--- src/rtl/core/pdc_pkg.sv ---
// Shared types, constants and CRC helpers for the packet deframer.
package pdc_pkg;

	localparam logic [7:0] POLY_RESET = 8'h07;

	localparam int unsigned SWEEP_W = 6;
	localparam logic [SWEEP_W-1:0] SWEEP_LAST = 6'd63;

	localparam int unsigned QUEUE_DEPTH = 2;
	localparam int unsigned PTR_W = 1;
	localparam int unsigned CNT_W = 2;

	localparam logic [6:0] POS_MARKER = 7'd0;
	localparam logic [6:0] POS_HDR1 = 7'd1;
	localparam logic [6:0] POS_HDR2 = 7'd2;
	localparam logic [6:0] POS_BODY = 7'd3;

	localparam logic KIND_PAYLOAD = 1'b0;
	localparam logic KIND_SUMMARY = 1'b1;

	// t_col: image of each CRC bit after one byte; u_col[j]: image of data bit j
	typedef struct packed {
		logic [7:0][7:0] t_col;
		logic [7:0][7:0] u_col;
		logic            rdy;
	} crc_tbl_t;

	typedef struct packed {
		logic       kind;
		logic [7:0] payload_byte;
		logic [7:0] marker;
		logic [5:0] length;
		logic [4:0] sequence_number;
		logic [4:0] frame_type;
		logic       crc_ok;
		logic       last;
	} result_t;

	function automatic logic [7:0] lfsr_step(logic [7:0] v, logic [7:0] poly);
		return {v[6:0], 1'b0} ^ (v[7] ? poly : 8'h00);
	endfunction

	function automatic logic [7:0] crc_byte(logic [7:0] crc, logic [7:0] b, crc_tbl_t tbl);
		logic [7:0] r;
		r = 8'h00;
		for (int j = 0; j < 8; j++) begin
			if (crc[j])
				r = r ^ tbl.t_col[j];
			if (b[j])
				r = r ^ tbl.u_col[j];
		end
		return r;
	endfunction

endpackage

--- src/rtl/core/pdc_if.sv ---
// Valid/ready channel interfaces for the deframer input and result streams.
interface pdc_in_if;
	logic       valid;
	logic       ready;
	logic [7:0] data_byte;
	logic       frame_start;

	modport source(output valid, data_byte, frame_start, input ready);
	modport sink(input valid, data_byte, frame_start, output ready);
endinterface

interface pdc_out_if;
	logic       valid;
	logic       ready;
	logic       kind;
	logic [7:0] payload_byte;
	logic [7:0] marker;
	logic [5:0] length;
	logic [4:0] sequence_number;
	logic [4:0] frame_type;
	logic       crc_ok;
	logic       last;

	modport source(output valid, kind, payload_byte, marker, length, sequence_number,
		frame_type, crc_ok, last, input ready);
	modport sink(input valid, kind, payload_byte, marker, length, sequence_number,
		frame_type, crc_ok, last, output ready);
endinterface

--- src/rtl/core/packet_deframer_crc_check_unit.sv ---
// Top level: packet deframer with CRC-8 check.
// Throughput: one byte per cycle while the queue has room and the matrix is ready;
// the CRC update is a single 8x8 GF(2) matrix step. A result is written into the
// queue when its byte transfers. Reset and every polynomial write start a sweep
// that builds the CRC matrix; the input is not ready during it. Config writes are
// taken anytime. Reset clears parser state, queue and sets the polynomial to 0x07.
module packet_deframer_crc_check_unit (
	input  logic       clk,
	input  logic       arst_n,
	input  logic       cfg_we,
	input  logic [7:0] cfg_wdata,
	pdc_in_if.sink     in_ch,
	pdc_out_if.source  out_ch
);

	pdc_pkg::crc_tbl_t tbl;
	pdc_pkg::result_t  push_data;
	logic              push;
	logic              full;

	pdc_crc_table u_table (
		.clk       (clk),
		.arst_n    (arst_n),
		.cfg_we    (cfg_we),
		.cfg_wdata (cfg_wdata),
		.tbl       (tbl)
	);

	pdc_front u_front (
		.clk       (clk),
		.arst_n    (arst_n),
		.in_ch     (in_ch),
		.tbl       (tbl),
		.full      (full),
		.push      (push),
		.push_data (push_data)
	);

	pdc_queue u_queue (
		.clk       (clk),
		.arst_n    (arst_n),
		.push      (push),
		.push_data (push_data),
		.full      (full),
		.out_ch    (out_ch)
	);

endmodule

--- src/rtl/core/pdc_crc_table.sv ---
// Polynomial register and sweep that builds the per-byte CRC update matrix.
module pdc_crc_table (
	input  logic             clk,
	input  logic             arst_n,
	input  logic             cfg_we,
	input  logic [7:0]       cfg_wdata,
	output pdc_pkg::crc_tbl_t tbl
);

	logic [7:0]                   poly_q;
	logic [7:0][7:0]              col_q;
	logic [7:0][7:0]              u_q;
	logic [pdc_pkg::SWEEP_W-1:0]  cnt_q;
	logic                         busy_q;

	always_ff @(posedge clk or negedge arst_n) begin
		if (!arst_n) begin
			poly_q <= pdc_pkg::POLY_RESET;
			busy_q <= 1'b1;
			cnt_q  <= '0;
			for (int j = 0; j < 8; j++)
				col_q[j] <= 8'(1 << j);
		end else if (cfg_we) begin
			poly_q <= cfg_wdata;
			busy_q <= 1'b1;
			cnt_q  <= '0;
			for (int j = 0; j < 8; j++)
				col_q[j] <= 8'(1 << j);
		end else if (busy_q) begin
			for (int j = 0; j < 8; j++)
				col_q[j] <= pdc_pkg::lfsr_step(col_q[j], poly_q);
			cnt_q <= cnt_q + 1'b1;
			if (cnt_q == pdc_pkg::SWEEP_LAST)
				busy_q <= 1'b0;
		end
	end

	// every eighth shift, column 0 holds the next power of the bit map applied to bit 0
	always_ff @(posedge clk) begin
		if (busy_q && !cfg_we && (cnt_q[2:0] == 3'd7))
			u_q[cnt_q[5:3]] <= pdc_pkg::lfsr_step(col_q[0], poly_q);
	end

	assign tbl.t_col = col_q;
	assign tbl.u_col = u_q;
	assign tbl.rdy   = !busy_q;

endmodule

--- src/rtl/core/pdc_front.sv ---
// Frame parser: tracks position, header fields and CRC, emits results.
module pdc_front (
	input  logic              clk,
	input  logic              arst_n,
	pdc_in_if.sink            in_ch,
	input  pdc_pkg::crc_tbl_t tbl,
	input  logic              full,
	output logic              push,
	output pdc_pkg::result_t  push_data
);

	logic [6:0] pos_q;
	logic       in_frame_q;
	logic [7:0] marker_q;
	logic [5:0] length_q;
	logic [4:0] seq_q;
	logic [4:0] type_q;
	logic [7:0] crc_q;

	logic [6:0] pos_d;
	logic       in_frame_d;
	logic [7:0] marker_d;
	logic [5:0] length_d;
	logic [4:0] seq_d;
	logic [4:0] type_d;
	logic [7:0] crc_d;
	logic [6:0] end_pos;
	logic [7:0] crc_next;
	logic       acc;
	logic [7:0] b;

	assign in_ch.ready = !full && tbl.rdy;
	assign acc         = in_ch.valid && in_ch.ready;
	assign b           = in_ch.data_byte;
	assign end_pos     = {1'b0, length_q} + pdc_pkg::POS_BODY;
	assign crc_next    = pdc_pkg::crc_byte(crc_q, b, tbl);

	always_comb begin
		pos_d      = pos_q;
		in_frame_d = in_frame_q;
		marker_d   = marker_q;
		length_d   = length_q;
		seq_d      = seq_q;
		type_d     = type_q;
		crc_d      = crc_q;
		push       = 1'b0;
		push_data.kind            = pdc_pkg::KIND_PAYLOAD;
		push_data.payload_byte    = b;
		push_data.marker          = marker_q;
		push_data.length          = length_q;
		push_data.sequence_number = seq_q;
		push_data.frame_type      = type_q;
		push_data.crc_ok          = 1'b0;
		push_data.last            = 1'b0;
		if (acc) begin
			if (in_ch.frame_start) begin
				marker_d   = b;
				length_d   = '0;
				seq_d      = '0;
				type_d     = '0;
				crc_d      = '0;
				pos_d      = pdc_pkg::POS_HDR1;
				in_frame_d = 1'b1;
			end else if (in_frame_q) begin
				if (pos_q == pdc_pkg::POS_HDR1) begin
					length_d = b[7:2];
					seq_d    = {b[1:0], 3'b000};
					crc_d    = crc_next;
					pos_d    = pdc_pkg::POS_HDR2;
				end else if (pos_q == pdc_pkg::POS_HDR2) begin
					seq_d  = {seq_q[4:3], b[7:5]};
					type_d = b[4:0];
					crc_d  = crc_next;
					pos_d  = pdc_pkg::POS_BODY;
				end else if (pos_q < end_pos) begin
					crc_d = crc_next;
					pos_d = pos_q + 7'd1;
					push  = 1'b1;
				end else begin
					push                   = 1'b1;
					push_data.kind         = pdc_pkg::KIND_SUMMARY;
					push_data.payload_byte = 8'h00;
					push_data.crc_ok       = (b == crc_q);
					push_data.last         = 1'b1;
					in_frame_d             = 1'b0;
					pos_d                  = pdc_pkg::POS_MARKER;
				end
			end
		end
	end

	always_ff @(posedge clk or negedge arst_n) begin
		if (!arst_n) begin
			pos_q      <= pdc_pkg::POS_MARKER;
			in_frame_q <= 1'b0;
			marker_q   <= '0;
			length_q   <= '0;
			seq_q      <= '0;
			type_q     <= '0;
			crc_q      <= '0;
		end else begin
			pos_q      <= pos_d;
			in_frame_q <= in_frame_d;
			marker_q   <= marker_d;
			length_q   <= length_d;
			seq_q      <= seq_d;
			type_q     <= type_d;
			crc_q      <= crc_d;
		end
	end

endmodule

--- src/rtl/core/pdc_queue.sv ---
// Two-entry result queue that drives the output channel.
module pdc_queue (
	input  logic             clk,
	input  logic             arst_n,
	input  logic             push,
	input  pdc_pkg::result_t push_data,
	output logic             full,
	pdc_out_if.source        out_ch
);

	pdc_pkg::result_t              mem_q [pdc_pkg::QUEUE_DEPTH];
	logic [pdc_pkg::PTR_W-1:0]     wr_q;
	logic [pdc_pkg::PTR_W-1:0]     rd_q;
	logic [pdc_pkg::CNT_W-1:0]     cnt_q;
	logic                          pop;
	pdc_pkg::result_t              head;

	assign full   = (cnt_q == pdc_pkg::CNT_W'(pdc_pkg::QUEUE_DEPTH));
	assign pop    = out_ch.valid && out_ch.ready;
	assign head   = mem_q[rd_q];

	assign out_ch.valid           = (cnt_q != '0);
	assign out_ch.kind            = head.kind;
	assign out_ch.payload_byte    = head.payload_byte;
	assign out_ch.marker          = head.marker;
	assign out_ch.length          = head.length;
	assign out_ch.sequence_number = head.sequence_number;
	assign out_ch.frame_type      = head.frame_type;
	assign out_ch.crc_ok          = head.crc_ok;
	assign out_ch.last            = head.last;

	always_ff @(posedge clk) begin
		if (push)
			mem_q[wr_q] <= push_data;
	end

	always_ff @(posedge clk or negedge arst_n) begin
		if (!arst_n) begin
			wr_q  <= '0;
			rd_q  <= '0;
			cnt_q <= '0;
		end else begin
			if (push)
				wr_q <= wr_q + 1'b1;
			if (pop)
				rd_q <= rd_q + 1'b1;
			if (push && !pop)
				cnt_q <= cnt_q + 1'b1;
			else if (pop && !push)
				cnt_q <= cnt_q - 1'b1;
		end
	end

endmodule

--- src/flat_wrapper.sv ---
// flat-port wrapper written by rule: the top's interface ports become plain ports
module packet_deframer_crc_check_unit_flat 
  (clk, arst_n, cfg_we, cfg_wdata, in_ch_valid, in_ch_data_byte, in_ch_frame_start, in_ch_ready, out_ch_valid, out_ch_kind, out_ch_payload_byte, out_ch_marker, out_ch_length, out_ch_sequence_number, out_ch_frame_type, out_ch_crc_ok, out_ch_last, out_ch_ready);
  pdc_in_if in_ch_i ();
  pdc_out_if out_ch_i ();
  input  logic clk;
  input  logic arst_n;
  input  logic cfg_we;
  input  logic [7:0] cfg_wdata;
  input wire logic [$bits(in_ch_i.valid)-1:0] in_ch_valid;
  input wire logic [$bits(in_ch_i.data_byte)-1:0] in_ch_data_byte;
  input wire logic [$bits(in_ch_i.frame_start)-1:0] in_ch_frame_start;
  output wire logic [$bits(in_ch_i.ready)-1:0] in_ch_ready;
  output wire logic [$bits(out_ch_i.valid)-1:0] out_ch_valid;
  output wire logic [$bits(out_ch_i.kind)-1:0] out_ch_kind;
  output wire logic [$bits(out_ch_i.payload_byte)-1:0] out_ch_payload_byte;
  output wire logic [$bits(out_ch_i.marker)-1:0] out_ch_marker;
  output wire logic [$bits(out_ch_i.length)-1:0] out_ch_length;
  output wire logic [$bits(out_ch_i.sequence_number)-1:0] out_ch_sequence_number;
  output wire logic [$bits(out_ch_i.frame_type)-1:0] out_ch_frame_type;
  output wire logic [$bits(out_ch_i.crc_ok)-1:0] out_ch_crc_ok;
  output wire logic [$bits(out_ch_i.last)-1:0] out_ch_last;
  input wire logic [$bits(out_ch_i.ready)-1:0] out_ch_ready;
  assign in_ch_i.valid = in_ch_valid;
  assign in_ch_i.data_byte = in_ch_data_byte;
  assign in_ch_i.frame_start = in_ch_frame_start;
  assign in_ch_ready = in_ch_i.ready;
  assign out_ch_valid = out_ch_i.valid;
  assign out_ch_kind = out_ch_i.kind;
  assign out_ch_payload_byte = out_ch_i.payload_byte;
  assign out_ch_marker = out_ch_i.marker;
  assign out_ch_length = out_ch_i.length;
  assign out_ch_sequence_number = out_ch_i.sequence_number;
  assign out_ch_frame_type = out_ch_i.frame_type;
  assign out_ch_crc_ok = out_ch_i.crc_ok;
  assign out_ch_last = out_ch_i.last;
  assign out_ch_i.ready = out_ch_ready;
  packet_deframer_crc_check_unit u_core (.clk(clk), .arst_n(arst_n), .cfg_we(cfg_we), .cfg_wdata(cfg_wdata), .in_ch(in_ch_i), .out_ch(out_ch_i));
endmodule
--- config.mk ---
export PLATFORM = sky130hd
export DESIGN_NAME = packet_deframer_crc_check_unit_flat
export DESIGN_NICKNAME = d
export VERILOG_FILES = /design/src/rtl/core/pdc_pkg.sv /design/src/rtl/core/pdc_if.sv /design/src/rtl/core/packet_deframer_crc_check_unit.sv /design/src/rtl/core/pdc_crc_table.sv /design/src/rtl/core/pdc_front.sv /design/src/rtl/core/pdc_queue.sv /design/src/flat_wrapper.sv
export SDC_FILE = /design/constraint.sdc
export NUM_CORES = 1
export LEC_CHECK = 0
export BUFFER_PORTS_ARGS = -buffer_cell sky130_fd_sc_hd__buf_2
export CORE_ASPECT_RATIO = 0.9
export CORE_MARGIN = 2
export CORE_UTILIZATION = 29
export CTS_CLUSTER_SIZE = 30
export DETAILED_ROUTE_END_ITERATION = 7
export PLACE_DENSITY = 0.52
export SLEW_MARGIN = 20
export SYNTH_ARGS = -nofsm -noshare
export SYNTH_HDL_FRONTEND = slang
export SYNTH_SLANG_ARGS = --single-unit
export TNS_END_PERCENT = 30
--- constraint.sdc ---
create_clock -name clk -period 3.49 [get_ports clk]
set_input_delay 0.349 -clock clk [delete_from_list [all_inputs] [get_ports clk]]
set_output_delay 0.349 -clock clk [all_outputs]
set_load 0.05 [all_outputs]
# Word-level counts from Yosys, hierarchy flattened
# Memories as Yosys holds them, arrays and structs flattened.
# Cells that the tools add are included.
dict set report op_classes {
  bitwise 23
  add_sub_neg 7
  n_reduce_logical 27
  magnitude_cmp 3
  n_eq_ne 7
  n_mux 81
}
# cell count
set ops {}
lappend ops {{8-bit 2-to-1 mux} 30}
lappend ops {{8-bit bitwise XOR} 23}
lappend ops {{64-bit 2-to-1 mux} 2}
lappend ops {{64-bit bitwise mux} 1}
lappend ops {{9-bit 2-to-1 mux} 6}
lappend ops {{5-bit 2-to-1 mux} 7}
lappend ops {{7-bit 2-to-1 mux} 5}
lappend ops {{6-bit 2-to-1 mux} 5}
lappend ops {{8-bit demux with 3-bit select} 1}
lappend ops {{2-bit 2-to-1 mux} 8}
lappend ops {{1-bit 2-to-1 mux} 15}
lappend ops {{2-bit nonzero test} 6}
lappend ops {{3-bit AND reduction} 3}
lappend ops {{8-bit == test} 1}
lappend ops {{1-bit logical AND} 8}
lappend ops {{6-bit by 2-bit adder with 7-bit output, second input constant} 1}
lappend ops {{7-bit by 1-bit adder with 7-bit output, second input constant} 1}
lappend ops {{7-bit by 1-bit == test with 1-bit output, second input constant} 1}
lappend ops {{7-bit by 2-bit == test with 1-bit output, second input constant} 1}
lappend ops {{7-bit < comparator} 1}
lappend ops {{6-bit by 1-bit adder with 6-bit output, second input constant} 1}
lappend ops {{6-bit == test, second input constant} 1}
lappend ops {{1-bit logical NOT} 5}
lappend ops {{3-bit by 4-bit < comparator with 1-bit output, second input constant} 1}
lappend ops {{12 further kinds} 14}
dict set report totals {
  in_bits 22
  output_inout_bits 37
  mem_bits_rw 70
  regBits 187
  elab_cells 179
  memories 1
}
# memory depth width read_ports rd_ports_with_merged_regs wr line
set memory_table {}
lappend memory_table {u_core.u_queue.mem_q 2 35 1 0 1 pdc_queue.sv:11} ;# pdc_pkg::result_t mem_q [pdc_pkg::QUEUE_DEPTH];

# Depth between registers and ports, before layout
dict set report logic_depth {
  ltp_word 36
  ltp_mapped 11
  depth_no_buf 11
}

# Cells and area by module
# A second synthesis with hierarchy kept.
dict set report hier_totals {
  hier_cells 1080
  hier_area_um2 12507.0
}
# mod instances cells_per_inst area_each_um2 seq_area_each_um2
set by_module_without_submodules {}
lappend by_module_without_submodules {pdc_crc_table 1 489 5900.7 3913.8}
lappend by_module_without_submodules {pdc_front 1 466 3741.1 1001.0}
lappend by_module_without_submodules {pdc_queue 1 125 2865.2 2202.1}

# Worst setup path before layout
# Ideal clock, no wire load.
dict set report synth_path {
  kind {register -> register}
  startpoint {reg u_core.u_front.pos_q[0]}
  endpoint {mem u_core.u_queue.mem_q[0][0] in the netlist's numbering (enable)}
  setup_time_ns 0.425
  path_stages_with_launch 5
  arrival_time_ns 2.540
  path_buffers 0
  required_ns 3.065
  period_less_slack_ns 2.965
  slack_ns 0.525
  cell_sequence {dfrtp_1 ha_1 o211ai_1 nand3_2 nor2_1}
}
dict set report synth_via {
  elab_chain_cells 8
  word_cells_on_any_way 9
  cone_classes {2 x eq/ne; 7 x mux}
}
# item line
set synth_lines {}
lappend synth_lines {{start, declared} pdc_front.sv:12} ;# logic [6:0] pos_q;
lappend synth_lines {{start signal, assigned} pdc_front.sv:94} ;# pos_q <= pdc_pkg::POS_MARKER;
lappend synth_lines {{start signal, assigned} pdc_front.sv:102} ;# pos_q <= pos_d;
lappend synth_lines {{7-bit by 2-bit == test with 1-bit output} pdc_front.sv:70} ;# end else if (pos_q == pdc_pkg::POS_HDR2) begin
lappend synth_lines {{1-bit 2-to-1 mux} pdc_front.sv:70}
lappend synth_lines {{1-bit 2-to-1 mux *} pdc_front.sv:65} ;# if (pos_q == pdc_pkg::POS_HDR1) begin
lappend synth_lines {{1-bit 2-to-1 mux *} pdc_front.sv:64} ;# end else if (in_frame_q) begin
lappend synth_lines {{1-bit 2-to-1 mux *} pdc_front.sv:56} ;# if (in_ch.frame_start) begin
lappend synth_lines {{1-bit 2-to-1 mux *} pdc_front.sv:55} ;# if (acc) begin
lappend synth_lines {{1-bit 2-to-1 mux *} pdc_queue.sv:33} ;# if (push)
lappend synth_lines {{1-bit 2-to-1 mux (not written as such) *} pdc_queue.sv:34} ;# mem_q[wr_q] <= push_data;
lappend synth_lines {{end, declared} pdc_queue.sv:11}
# Every way passes the cells marked *; elsewhere a longest branch is shown, timed or not.

==> run_results.csv <==
group,metric,value,unit
timing,fin_hold_ws,0.0311,ns
yosys,yosys_warnings,0,
critical_path,reg2reg_to,"u_core.u_queue.mem_q[0][29]$_DFFE_PP_",
run_status,status,"complete, no violations",
clock_network,cts_tree,"built",
global_route,grt.total_usage,0.145,
place,dp_cells,1633,
yosys,syn-num-nets,1105,
timing,fin_crit_sh,0.841,
critical_path,path_max_fanout,9,
routing,drtIter0Drc,446,
place,io_buffers,58,
yosys,yosys_register_bits,255,
timing,period_minus_slack,2.93,ns
routing,routed_wl,31300,um
clock_network,cts_root_buffer,"clkbuf_16",
min_path,hp-class,"in2reg",
clock_network,clk_latency,0.55,ns
timing,maxSlewViolCount,0,
routing,via_per_inst,4.63,
routing,vias,7805,
final_layout,nets,1152,
critical_path,slowest_stage,"a311oi_2",
global_route,antenna_found_initial,0,
floorplan,fp-row-count,71,
critical_path,path_cells,"inv_1 > ha_1 > nor2_1 > xnor2_1 > ha_1 > a21o_1 > a211oi_1 > a311oi_2 > or2_1 > nand2_1 > and2_1",
global_route,grt_pass1_wl,47700,um
critical_path,cp_num_cells,11,
timing,worst_pin_slew,0.832,ns
yosys,synth_edf_count,132,
routing,drc,0,
floorplan,dieArea,43900,um2
critical_path,critPathLaunch,"u_core.u_front.length_q[0]$_DFFE_PN0P_",
yosys,synth-seq-area-share,0.577,
critical_path,cpPeakStageDelay,0.45,ns
critical_path,required,3.79,ns
global_route,first_global_vias,7763,
timing,relSlewSlack,0.445,
critical_path,worstSetupStartpointType,"flop",
pwr,p_leak,5.41,nW
yosys,async_reset_ff_frac,0.482,
floorplan,start_util,0.293,
routing,postRouteAntennaNets,0,
clock_network,clock_sinks,255,
critical_path,rr_startpoint,"u_core.u_front.length_q[0]$_DFFE_PN0P_",
critical_path,worstSetupPathType,"reg2reg",
global_route,grt_overflow_total,0,
timing,fmax,0.341,GHz
global_route,grt_start_max_net_pins,80,
timing,setup-violations-final,0,
flow_run,maxCapViolations,0,
critical_path,path_buf_inv,1,
critical_path,cpMostUsedCell,"ha_1",
routing,wl_per_cell,18.6,um
place,hpwl,20500,um
critical_path,path_delay_family,"simple AND/OR/NAND/NOR gates",
floorplan,die_w,221,um
floorplan,ios,59,
floorplan,die_h,199,um
yosys,avgSynthCellArea,11.4,um2
yosys,synth_area,12200,um2
critical_path,crit_path_end_kind,"flop",
clock_network,cts.htree.levels,1,
critical_path,critPathCapture,"u_core.u_queue.mem_q[0][29]$_DFFE_PP_",
timing,finClkSkew,0.0113,ns
place,gp_congestion,0.815,
final_layout,syn_to_final_growth,15.2,%
critical_path,reg2reg_slack,0.56,ns
timing,fin_tns_setup,0,ns
timing,rsz0062_at_grt,"false",
routing,dr.pass1.iters,5,
clock_network,cts_buffers,28,
critical_path,arrival,3.23,ns
yosys,synth_ff_type,"edfxtp_1",
pwr,vdd_drop_max,0.426,mV
floorplan,coreArea,41800,um2
yosys,yosysUniqueCellTypes,61,
final_layout,drive_gt1_frac,0.177,
final_layout,fin_cells,1686,
final_layout,num_antenna_cells,0,
timing,hold_viol,0,
critical_path,rr_worst_depth,11,
clock_network,clock_path_buffers,3,
clock_network,clkTransAtPathRegs,0.06,ns
yosys,synthCells,1070,
pwr,cellPowerDensity,548,nW/um2
## sequential cells by signal, summed over array words and instances, names as in the netlist, 6 cells and up
signal	flops
u_core.u_table.tbl	128
u_core.u_queue.mem_q	68
u_core.u_front.crc_q	8
u_core.u_front.marker_q	8
u_core.u_table.poly_q	8
u_core.u_front.pos_q	7
u_core.u_front.length_q	6
u_core.u_table.cnt_q	6
## where the power goes
part	total (mW)	leakage (nW)	switching [mW]	internal (mW)
clock network	3.09	0.476	1.22	1.87
registers	3.37	2.78	0.120	3.25
logic	1.26	2.15	0.852	0.413
## metrics by stage
step | power [mW] | instance area [um2] | utilization | worst slack [ns]
after floorplan | 4.38 | 12200 | - | 0.525
after global placement | 4.71 | 13100 | 0.314 | 0.576
after detailed placement | 4.72 | 13100 | 0.314 | 0.522
after CTS | 7.82 | 14100 | 0.338 | 0.523
after global routing | 8.02 | 14100 | 0.338 | 0.263
final | 7.73 | 14100 | 0.338 | 0.556
## worst reg2reg max path: cells and delay by family (launching register included)
family	cells	cell delay, ns
AND/OR/NAND/NOR	4	0.91
AO/OA/AOI/OAI	3	0.66
adder cells (fa/ha/maj)	2	0.52
flip-flops	1	0.43
XOR/XNOR	1	0.09
buffers and inverters	1	0.08
## worst min-delay path by stage
stage | start | end | slack (ns) | cells after the start
detailed placement | u_core.u_front.marker_q[0]$_DFFE_PN0P_ | u_core.u_queue.mem_q[1][18]$_DFFE_PP_ | 0.45 | 0
floorplan | arst_n | u_core.u_front.crc_q[0]$_DFFE_PN0P_ | 0.05 | 0
CTS | cfg_wdata[5] | u_core.u_table.poly_q[5]$_DFFE_PN0P_ | 0.003 | 2
global route | cfg_wdata[5] | u_core.u_table.poly_q[5]$_DFFE_PN0P_ | 0.03 | 2
finish | cfg_wdata[5] | u_core.u_table.poly_q[5]$_DFFE_PN0P_ | 0.03 | 2
global placement | u_core.u_front.marker_q[4]$_DFFE_PN0P_ | u_core.u_queue.mem_q[0][22]$_DFFE_PP_ | 0.44 | 0
## logic make-up (layout without fill, tap and decap cells)
logic type               count (synthesis)  in the layout  synth area share
AO/OA/AOI/OAI                          127            127            0.0725
multiplexers                            63             63            0.0568
AND/OR/NAND/NOR                        350            350             0.123
buffers and inverters                   79            148            0.0268
XOR/XNOR                               183            183             0.131
flip-flops                             255            255             0.577
adder cells (fa/ha/maj)                 13             13            0.0133
## area by class of cell
type	instances	area, um2
timing repair buffer	79	469
tap	547	684
clock buffer	43	838
inverter	17	63.8
fill	4253	27700
clock inverter	9	120
sequential	255	7060
multi-input combinational	736	4860
## layer usage
layer | routed length [um] | global-route usage | vias to the layer above
met5 | 0 | 0 | -
met4 | 655 | 0.0341 | 0
met3 | 1090 | 0.0194 | 38
met2 | 14200 | 0.231 | 149
met1 | 15300 | 0.209 | 3865
li1 | - | - | 3753
## cell usage after synthesis, types with 11 or more instances
master    number  area share
nand2_1      207       0.063
edfxtp_1     132        0.32
dfrtp_1      111        0.23
xnor2_1      109       0.078
xor2_1        74       0.053
nor2_1        67       0.021
mux2_2        51       0.047
a211oi_1      37       0.023
clkbuf_1      36       0.011
o21ai_0       22      0.0090
a21oi_1       21      0.0086
buf_2         16      0.0065
inv_1         16      0.0049
nand3_1       14      0.0057
ha_1          13       0.013
dfstp_2       12       0.026
and3_1        11      0.0056
mux2i_1       11      0.0090
## placed cells by master (no fill, tap or decap), types with 2 or more instances in the layout
cell type | synthesis | routed
a211oi_1 | 37 | 37
inv_1 | 16 | 16
clkbuf_8 | 0 | 6
xor2_1 | 74 | 74
o21a_1 | 2 | 2
nand2b_1 | 6 | 6
clkinv_2 | 0 | 6
a21oi_1 | 21 | 21
mux2_2 | 51 | 51
edfxtp_1 | 132 | 132
a31o_2 | 2 | 2
clkbuf_16 | 0 | 29
a31oi_1 | 6 | 6
nor2b_1 | 8 | 8
o21ai_0 | 22 | 22
a32oi_1 | 4 | 4
nand4_1 | 5 | 5
clkbuf_1 | 36 | 8
nor3_1 | 10 | 10
nor2_1 | 67 | 66
dfrtp_1 | 111 | 111
xnor2_1 | 109 | 109
a22oi_1 | 2 | 2
dfstp_2 | 12 | 11
nand2_1 | 207 | 207
bufinv_16 | 0 | 3
buf_2 | 16 | 57
and3_1 | 11 | 11
a211o_1 | 7 | 7
mux2i_1 | 11 | 11
ha_1 | 13 | 13
o2bb2ai_1 | 9 | 9
o21ai_2 | 2 | 2
and2_1 | 10 | 10
buf_4 | 1 | 19
nand3_1 | 14 | 14
## what timing repair did
| action | CTS | global route |
|---|---|---|
| endpoints found under the hold margin | 67 | 0 |
| hold buffers | 1 | 0 |
| resized for setup | 0 | 0 |
| buffers inserted | 0 | 0 |
(Power assumes the default switching activity.)
